### src/rtl/assert_macros.svh
// Assertion helpers shared by the RTL files.
`ifndef ASSERT_MACROS_SVH
`define ASSERT_MACROS_SVH

// Checked only outside reset.
`define NPC_ASSERT(label, prop, msg) \
  label: assert property (@(posedge clk) disable iff (!rst_n) prop) else $error(msg);

// Checked at every edge, reset included.
`define NPC_ASSERT_ALWAYS(label, prop, msg) \
  label: assert property (@(posedge clk) prop) else $error(msg);

`endif

### src/rtl/npc_pkg.sv
package npc_pkg;

  localparam int PALETTE_DEPTH = 64;
  localparam int IDX_W         = 6;
  localparam int CNT_W         = 7;
  localparam int CH_W          = 8;
  localparam int SQ_W          = 16;
  localparam int TERM_W        = 18;
  localparam int DIST_W        = 20;

  localparam logic CMD_WRITE = 1'b0;
  localparam logic CMD_PIXEL = 1'b1;

  localparam logic [9:0]        RED_BASE  = 10'd512;
  localparam logic [9:0]        BLUE_BASE = 10'd767;
  localparam logic [DIST_W-1:0] DIST_INIT = '1;
  localparam logic [DIST_W-1:0] DIST_MAX  = 20'd600000;

  localparam logic [CNT_W-1:0] COUNT_RESET = 7'd1;
  localparam logic [CNT_W-1:0] COUNT_MIN   = 7'd1;
  localparam logic [CNT_W-1:0] COUNT_MAX   = CNT_W'(PALETTE_DEPTH);

  typedef struct packed {
    logic            command;
    logic [IDX_W-1:0] entry_index;
    logic [CH_W-1:0]  red;
    logic [CH_W-1:0]  green;
    logic [CH_W-1:0]  blue;
    logic [CH_W-1:0]  tag;
  } in_req_t;

  typedef struct packed {
    logic [IDX_W-1:0]  best_index;
    logic [CH_W-1:0]   best_tag;
    logic [DIST_W-1:0] best_distance;
  } out_resp_t;

  // One slot of the chain: the request plus the running best match.
  typedef struct packed {
    logic              valid;
    in_req_t           req;
    logic [IDX_W-1:0]  best_index;
    logic [CH_W-1:0]   best_tag;
    logic [DIST_W-1:0] best_distance;
  } item_t;

endpackage

### src/rtl/npc_cell.sv
`include "assert_macros.svh"

module npc_cell (
  input  logic                     clk,
  input  logic                     rst_n,
  input  logic                     adv,
  input  logic [npc_pkg::IDX_W-1:0] cell_index,
  input  logic [npc_pkg::CNT_W-1:0] count_eff,
  input  npc_pkg::item_t           in_item,
  output npc_pkg::item_t           out_item
);

  // Palette entry held by this cell.
  logic [npc_pkg::CH_W-1:0] ent_red_r, ent_green_r, ent_blue_r, ent_tag_r;

  // Stage 1: squared channel differences and the mean red.
  npc_pkg::item_t           s1_item_r;
  logic [npc_pkg::SQ_W-1:0] s1_dr2_r, s1_dg2_r, s1_db2_r;
  logic [npc_pkg::CH_W-1:0] s1_m_r, s1_tag_r;
  // Stage 2: weighted terms.
  npc_pkg::item_t             s2_item_r;
  logic [npc_pkg::TERM_W-1:0] s2_tr_r, s2_tg_r, s2_tb_r;
  logic [npc_pkg::CH_W-1:0]   s2_tag_r;
  // Stage 3: compare and update the running best.
  npc_pkg::item_t s3_item_r;

  logic                     wr_hit;
  logic [npc_pkg::CH_W:0]   red_sum;
  logic [npc_pkg::CH_W-1:0] dr, dg, db;
  logic [9:0]               red_w, blue_w;
  logic [25:0]              tr_full, tb_full;
  logic [npc_pkg::DIST_W-1:0] cand_dist;
  logic                     cell_active;
  logic                     take;
  npc_pkg::item_t           s3_item_nxt;

  assign wr_hit = in_item.valid && (in_item.req.command == npc_pkg::CMD_WRITE) &&
                  (in_item.req.entry_index == cell_index);

  always_ff @(posedge clk) begin
    if (adv && wr_hit) begin
      ent_red_r   <= in_item.req.red;
      ent_green_r <= in_item.req.green;
      ent_blue_r  <= in_item.req.blue;
      ent_tag_r   <= in_item.req.tag;
    end
  end

  always_comb begin
    red_sum = {1'b0, in_item.req.red} + {1'b0, ent_red_r};
    dr = (in_item.req.red > ent_red_r) ? in_item.req.red - ent_red_r
                                       : ent_red_r - in_item.req.red;
    dg = (in_item.req.green > ent_green_r) ? in_item.req.green - ent_green_r
                                           : ent_green_r - in_item.req.green;
    db = (in_item.req.blue > ent_blue_r) ? in_item.req.blue - ent_blue_r
                                         : ent_blue_r - in_item.req.blue;
  end

  always_comb begin
    red_w   = npc_pkg::RED_BASE + {2'b00, s1_m_r};
    blue_w  = npc_pkg::BLUE_BASE - {2'b00, s1_m_r};
    tr_full = red_w * s1_dr2_r;
    tb_full = blue_w * s1_db2_r;
  end

  always_comb begin
    cand_dist = npc_pkg::DIST_W'(s2_tr_r) + npc_pkg::DIST_W'(s2_tg_r) +
                npc_pkg::DIST_W'(s2_tb_r);
    cell_active = {1'b0, cell_index} < count_eff;
    // Strict less keeps the lowest index on a tie.
    take = s2_item_r.valid && (s2_item_r.req.command == npc_pkg::CMD_PIXEL) &&
           cell_active && (cand_dist < s2_item_r.best_distance);
    s3_item_nxt = s2_item_r;
    if (take) begin
      s3_item_nxt.best_distance = cand_dist;
      s3_item_nxt.best_index    = cell_index;
      s3_item_nxt.best_tag      = s2_tag_r;
    end
  end

  always_ff @(posedge clk) begin
    if (adv) begin
      s1_item_r.req           <= in_item.req;
      s1_item_r.best_index    <= in_item.best_index;
      s1_item_r.best_tag      <= in_item.best_tag;
      s1_item_r.best_distance <= in_item.best_distance;
      s1_dr2_r <= dr * dr;
      s1_dg2_r <= dg * dg;
      s1_db2_r <= db * db;
      s1_m_r   <= red_sum[npc_pkg::CH_W:1];
      s1_tag_r <= ent_tag_r;

      s2_item_r.req           <= s1_item_r.req;
      s2_item_r.best_index    <= s1_item_r.best_index;
      s2_item_r.best_tag      <= s1_item_r.best_tag;
      s2_item_r.best_distance <= s1_item_r.best_distance;
      s2_tr_r  <= tr_full[25:8];
      s2_tg_r  <= {s1_dg2_r, 2'b00};
      s2_tb_r  <= tb_full[25:8];
      s2_tag_r <= s1_tag_r;

      s3_item_r.req           <= s3_item_nxt.req;
      s3_item_r.best_index    <= s3_item_nxt.best_index;
      s3_item_r.best_tag      <= s3_item_nxt.best_tag;
      s3_item_r.best_distance <= s3_item_nxt.best_distance;
    end
    if (!rst_n) begin
      s1_item_r.valid <= 1'b0;
      s2_item_r.valid <= 1'b0;
      s3_item_r.valid <= 1'b0;
    end else if (adv) begin
      s1_item_r.valid <= in_item.valid;
      s2_item_r.valid <= s1_item_r.valid;
      s3_item_r.valid <= s3_item_nxt.valid;
    end
  end

  assign out_item = s3_item_r;

  // Entry zero always wins against the start value, so any active cell passes on a real distance.
  `NPC_ASSERT(a_cell_dist_range,
    (s3_item_r.valid && (s3_item_r.req.command == npc_pkg::CMD_PIXEL) &&
     ({1'b0, cell_index} < count_eff)) |-> (s3_item_r.best_distance <= npc_pkg::DIST_MAX),
    "active cell passed on a pixel without a valid distance")
  `NPC_ASSERT(a_cell_best_order,
    (s3_item_r.valid && (s3_item_r.req.command == npc_pkg::CMD_PIXEL)) |->
    (s3_item_r.best_index <= cell_index),
    "best index lies beyond the cell that carries it")
  `NPC_ASSERT_ALWAYS(a_cell_reset_valid, !rst_n |=> !s3_item_r.valid,
    "cell output valid after reset")

endmodule

### config.mk
export PLATFORM = sky130hd
export DESIGN_NAME = npc_cell
export DESIGN_NICKNAME = d
export VERILOG_FILES = /design/src/rtl/npc_pkg.sv /design/src/rtl/npc_cell.sv
export VERILOG_INCLUDE_DIRS = /design/src /design/src/rtl
export SDC_FILE = /design/constraint.sdc
export NUM_CORES = 1
export LEC_CHECK = 0
export ABC_AREA = 1
export BUFFER_PORTS_ARGS = -buffer_cell sky130_fd_sc_hd__buf_2
export CAP_MARGIN = 20
export CORE_UTILIZATION = 55
export DETAILED_ROUTE_END_ITERATION = 12
export PLACE_DENSITY = 0.73
export SYNTH_ARGS = -nofsm -noshare
export SYNTH_HDL_FRONTEND = slang
export SYNTH_SLANG_ARGS = --single-unit
### constraint.sdc
create_clock -name clk -period 8.81 [get_ports clk]
set_input_delay 1.762 -clock clk [delete_from_list [all_inputs] [get_ports clk]]
set_output_delay 1.762 -clock clk [all_outputs]
set_load 0.005 [all_outputs]
==> flow_summary_export.csv, run 1 <==
group,metric,value,unit
clocking,ctsHoldBuffers,0,
synth,synth.avg_cell_area,9.74,um^2
critical_path,cp_slowest_cell,"fa_1",
synth,synth-edff-count,371,
critical_path,crit_top_cell,"nand2_1",
clocking,htreeDepth,2,
route,drt_pass1_iterations,5,
layout,nets,4021,
clocking,insertion_delay,550,ps
critical_path,r2r-end,"s1_dr2_r[15]",
critical_path,end_kind,"flip-flop",
critical_path,critPathKind,"in -> reg",
critical_path,cpPeakStageDelay,540,ps
clocking,cts-buffers-inserted,41,
clocking,clockBufferDepth,3,
grt,grt_pass1_vias,21200,
sta,finalCritPeriodShare,78.7,%
grt,grt_max_degree,111,
floorplan,die_x,238,um
synth,synth_area_leaders,"edfxtp_1, fa_1, ha_1",
floorplan,coreArea,55100,um^2
sta,setup_violations,0,
synth,ys_ff_latch,374,
floorplan,die_height,238,um
floorplan,std_cell_rows,86,
synth,synth_seq_area_share,36.6,%
layout,area_growth,9.97,%
critical_path,crit_arrival,7240,ps
sta,fin_tns_setup,0,ps
route,num_vias,20700,
floorplan,ios,164,
route,routed_via_density,5.04,
clocking,root_buffer,"clkbuf_16",
sta,finalClockSkew,11.5,ps
place,port_buffers,163,
route,drt_wl_total,59500,um
route,ant_nets,0,
sta,slew_viol_final,0,
sta,rsz0062_at_grt,"no",
clocking,cts.sinks,374,
place,gp_congestion,0.914,
route,drt_iter0_drc,914,
sta,slew_headroom,29.6,%
sta,max_freq,144,MHz
layout,regArea,11200,um^2
sta,hold_violations,0,
grt,grt_first_pass_wirelength,101000,um
worst_hold_path,holdPathStages,0,
critical_path,cp.required,9110,ps
grt,antenna_found_initial,3,
route,wl_per_cell,14.5,um
run_status,status,"finished clean",
grt,grt_overflow,0,
critical_path,r2r-start,"ent_red_r[2]",
floorplan,die_area,56600,um^2
sta,worstMarginPinSlew,1060,ps
clocking,cts-resized-gates,0,
clocking,cts_tree,"built",
grt,gr-usage-all-layers,22.0,%
worst_hold_path,worstHoldStart,"s2_item_r[63]",
synth,yosysWarningCount,0,
clocking,post-cts-setup-buffers,0,
layout,fill_cells,4653,
layout,diodes,0,
synth,yosysTopAreaCell,"edfxtp_1",
worst_hold_path,hp-class,"reg -> reg",
route,drcViolationCount,0,
critical_path,startpoint_type,"primary input",
critical_path,reg2reg_depth,26,
floorplan,start_util,55.6,%
synth,ys.flop_type,"edfxtp_1",
critical_path,path_max_fanout,10,
synth,yosys.area.top_type_share,36.4,%
critical_path,ff2ff_setup_slack,2810,ps
worst_hold_path,hold_end,"out_item[63]",
synth,synth_cell_types,49,
synth,synth.cell_area,30600,um^2
layout,drive_gt1_share,8.93,%
job,cap_violations,0,
clocking,clk_pin_slew,60,ps
synth,synthCells,3146,
place,hpwl,47100,um
layout,multi_input_area,16700,um^2
synth,async_reset_ff_share,0,%
sta,period_needed,6930,ps
[cell families (layout without fill, tap and decap cells)]
kind of cell    Yosys count  after routing  share of synthesized area, %
simple gates           1019           1019                          13.6
buf+inv                 732            926                          9.09
fa+ha+maj               613            613                          32.0
flops                   374            374                          36.6
compound gates          283            283                          5.23
xor+xnor                123            123                          3.52
other cells               2             12                        0.0245
[metal layers]
metal	vias up	part of all wire, %	GRT usage (%)
met5	-	0.057	0
met1	9894	46	29.5
li1	10300	-	-
met2	420	48	38.0
met3	82	4.5	3.03
met4	4	1.6	4.88
[registers in the layout (all words and copies together) (netlist names)]
| signal | cells |
|---|---|
| s1_dr2_r | 15 |
| ent_blue_r | 8 |
| ent_red_r | 8 |
| s1_db2_r | 15 |
| s2_tr_r | 18 |
| s1_item_r | 74 |
| out_item | 74 |
| ent_tag_r | 8 |
| s2_tb_r | 18 |
| s2_tg_r | 15 |
| s2_tag_r | 8 |
| s1_tag_r | 8 |
| s1_dg2_r | 15 |
| ent_green_r | 8 |
| s2_item_r | 74 |
| s1_m_r | 8 |
[cells in the mapped netlist, types with 3 or more instances]
| cell | instances |
|---|---|
| inv_1 | 663 |
| nand2_1 | 623 |
| edfxtp_1 | 371 |
| ha_1 | 331 |
| fa_1 | 282 |
| nor2_1 | 230 |
| a21oi_1 | 134 |
| xor2_1 | 83 |
| nand3_1 | 80 |
| o21ai_0 | 71 |
| xnor2_1 | 40 |
| clkbuf_1 | 37 |
| nand4_1 | 25 |
| o21bai_1 | 20 |
| nand2_2 | 19 |
| a21o_1 | 14 |
| nor3_1 | 12 |
| inv_2 | 10 |
| a21boi_0 | 9 |
| a31oi_1 | 9 |
| buf_2 | 7 |
| o21ai_1 | 7 |
| buf_1 | 5 |
| buf_4 | 5 |
| nand3b_1 | 5 |
| nor2_2 | 5 |
| and2_1 | 4 |
| nand2_4 | 4 |
| nor4_1 | 4 |
| or2_2 | 4 |
| a211oi_1 | 3 |
| dfxtp_1 | 3 |
| o21ai_2 | 3 |
[worst max-delay path, delay by kind of cell]
family          cells  cell delay, ps
fa+ha+maj           6            2890
compound gates      5             980
simple gates        9             950
buf+inv             7             510
xor+xnor            1             160
[metrics by stage]
| step | instance area [um^2] | setup slack, ps | instances | utilization (%) | hold slack, ps |
|---|---|---|---|---|---|
| 2_1_floorplan | 30700 | 1980 | 3156 | - | 400 |
| 3_3_place_gp | 32300 | 1500 | 4023 | 58.6 | 400 |
| 3_5_place_dp | 32300 | 1380 | 4023 | 58.6 | 405 |
| 4_1_cts | 33700 | 1910 | 4098 | 61.1 | 412 |
| 5_1_grt | 33700 | 1460 | 4098 | 61.1 | 417 |
| 6_report | 33700 | 1880 | 4098 | 61.1 | 412 |
[layout by cell type (no fill, tap or decap), drive strengths merged, types with 83 or more instances in the layout]
cell type	synthesis	layout
buf	17	175
a21oi	134	134
edfxtp	371	371
fa	282	282
ha	331	331
nor2	237	237
xor2	83	83
nand2	646	646
inv	675	681
[worst max path at each step]
stage	start	endpoint	slack (ps)	depth (start not counted)
3_5_place_dp	in_item[58]	s1_dr2_r[15]	1380	31
5_1_grt	in_item[62]	s1_dr2_r[15]	1460	29
4_1_cts	in_item[58]	s1_dr2_r[15]	1910	31
6_report	in_item[60]	s1_dr2_r[15]	1880	28
2_1_floorplan	in_item[58]	s1_dr2_r[15]	1980	30
3_3_place_gp	in_item[58]	s1_dr2_r[15]	1500	31
[cell type report]
type	count	share of cell area [%]
sequential	374	33.3
timing repair buffer	175	2.72
clock buffer	45	3.12
tap	748	2.78
multi-input combinational	2050	49.6
clock inverter	30	1.02
inverter	676	7.55
Power of run 1 is not shown: default switching activity piles up to over one toggle a cycle in this logic, so the estimate is an artifact.
==> run 2: changes to the inputs <==
==> constraint.sdc (replaced) <==
create_clock -name clk -period 6.5 [get_ports clk]
set_input_delay 1.3 -clock clk [delete_from_list [all_inputs] [get_ports clk]]
set_output_delay 1.3 -clock clk [all_outputs]
set_load 0.005 [all_outputs]
==> flow_summary_export.csv, run 2 (synthesized netlist as in run 1, its figures left out) <==
group,metric,value,unit
critical_path,cp_slowest_cell,"fa_1",
floorplan,ios,164,
worst_hold_path,holdPathStages,0,
place,hpwl,48600,um
critical_path,cp_top_family,"adder cells",
worst_hold_path,hold_end,"s2_item_r[44]",
place,port_buffers,163,
clocking,clk_pin_slew,60,ps
route,drcViolationCount,0,
route,ant_nets,0,
sta,finalCritPeriodShare,94.2,%
sta,max_freq,163,MHz
route,drt_iter0_drc,1096,
critical_path,cp.required,6800,ps
route,wl_per_cell,14.6,um
place,dpl.cell_count,4116,
layout,final_common_cell,"inv_1",
layout,drive_gt1_share,11.3,%
grt,grt_overflow,0,
critical_path,crit_arrival,6420,ps
critical_path,end_kind,"flip-flop",
worst_hold_path,worstHoldStart,"s1_item_r[44]",
sta,hold_violations,0,
clocking,cts-buffers-inserted,39,
grt,grt_max_degree,170,
clocking,cts.sinks,374,
sta,worstMarginPinSlew,1130,ps
grt,gr-usage-all-layers,22.4,%
critical_path,ff2ff_setup_slack,860,ps
layout,stdcell_count,4187,
critical_path,cpPeakStageDelay,540,ps
floorplan,die_height,238,um
critical_path,r2r-end,"s1_dr2_r[14]",
critical_path,path_buf_inv,9,
layout,layout_common_cells,"inv_1, nand2_1, edfxtp_1",
critical_path,path_max_fanout,8,
floorplan,coreArea,55100,um^2
grt,antenna_found_initial,3,
sta,slew_viol_final,0,
job,cap_violations,0,
critical_path,startpoint_type,"primary input",
sta,finalClockSkew,12.6,ps
critical_path,reg2reg_depth,29,
floorplan,die_area,56600,um^2
clocking,ctsHoldBuffers,0,
sta,slew_headroom,24.5,%
route,drt_pass1_iterations,8,
run_status,status,"finished clean",
clocking,root_buffer,"clkbuf_16",
place,dp_slack,-259,ps
floorplan,die_x,238,um
layout,final_util,62.3,%
grt,grt_pass1_vias,21800,
clocking,clockBufferDepth,3,
route,num_vias,21100,
sta,setup_violations,0,
layout,area_growth,12.1,%
clocking,htreeDepth,2,
place,gp_congestion,0.927,
layout,diodes,0,
sta,period_needed,6120,ps
grt,grt_first_pass_wirelength,103000,um
layout,fill_cells,4574,
clocking,cts_tree,"built",
layout,nets,4113,
critical_path,critPathKind,"in -> reg",
critical_path,r2r-start,"ent_red_r[0]",
worst_hold_path,hp-class,"reg -> reg",
floorplan,start_util,55.6,%
sta,rsz0062_at_grt,"no",
sta,postLayoutSetupSlackWorst,376,ps
clocking,insertion_delay,550,ps
route,routed_via_density,5.03,
floorplan,std_cell_rows,86,
route,drt_wl_total,61000,um
## run 2: metrics by stage
step / hold WS (ps) / cell area [um^2] / TNS [ps]
global placement: 400 / 33000 / -347
finish: 414 / 34300 / 0
CTS: 416 / 34300 / 0
floorplan: 400 / 30700 / 0
detailed placement: 405 / 33000 / -1030
global route: 416 / 34300 / 0
## run 2: worst max path at each step
stage                     cells past startpoint   startpoint      endpoint  slack, ps
after floorplan                              30  in_item[58]  s1_dr2_r[15]        130
after global placement                       31  in_item[58]  s1_dr2_r[15]       -140
after detailed placement                     31  in_item[58]  s1_dr2_r[15]       -260
after CTS                                    31  in_item[58]  s1_dr2_r[15]        330
after global routing                         33  in_item[58]  s1_dr2_r[14]          8
final                                        29  in_item[58]  s1_dr2_r[14]        380
## run 2: area by class of cell
| type | instances | area (um^2) | area share [%] |
|---|---|---|---|
| well taps | 748 | 936 | 2.73 |
| clock buffers | 44 | 1020 | 2.96 |
| clock inverters | 26 | 279 | 0.813 |
| flip-flops and latches | 374 | 11200 | 32.6 |
| inverters | 676 | 2540 | 7.40 |
| repair buffers | 269 | 1630 | 4.76 |
| multi-input cells | 2050 | 16700 | 48.7 |
## run 2: layer usage
layer,vias up,track usage [%],share of wire (%)
met5,-,0,0.080
met4,6,6.04,2.3
met3,104,3.10,4.8
met2,447,38.6,48
met1,10100,29.8,45
li1,10400,-,-
## run 2: timing repair
item	in CTS	in global routing
setup endpoints to repair	0	4
gates resized for setup	0	7
setup buffers	0	1
Power of run 2 is left out for the same reason.
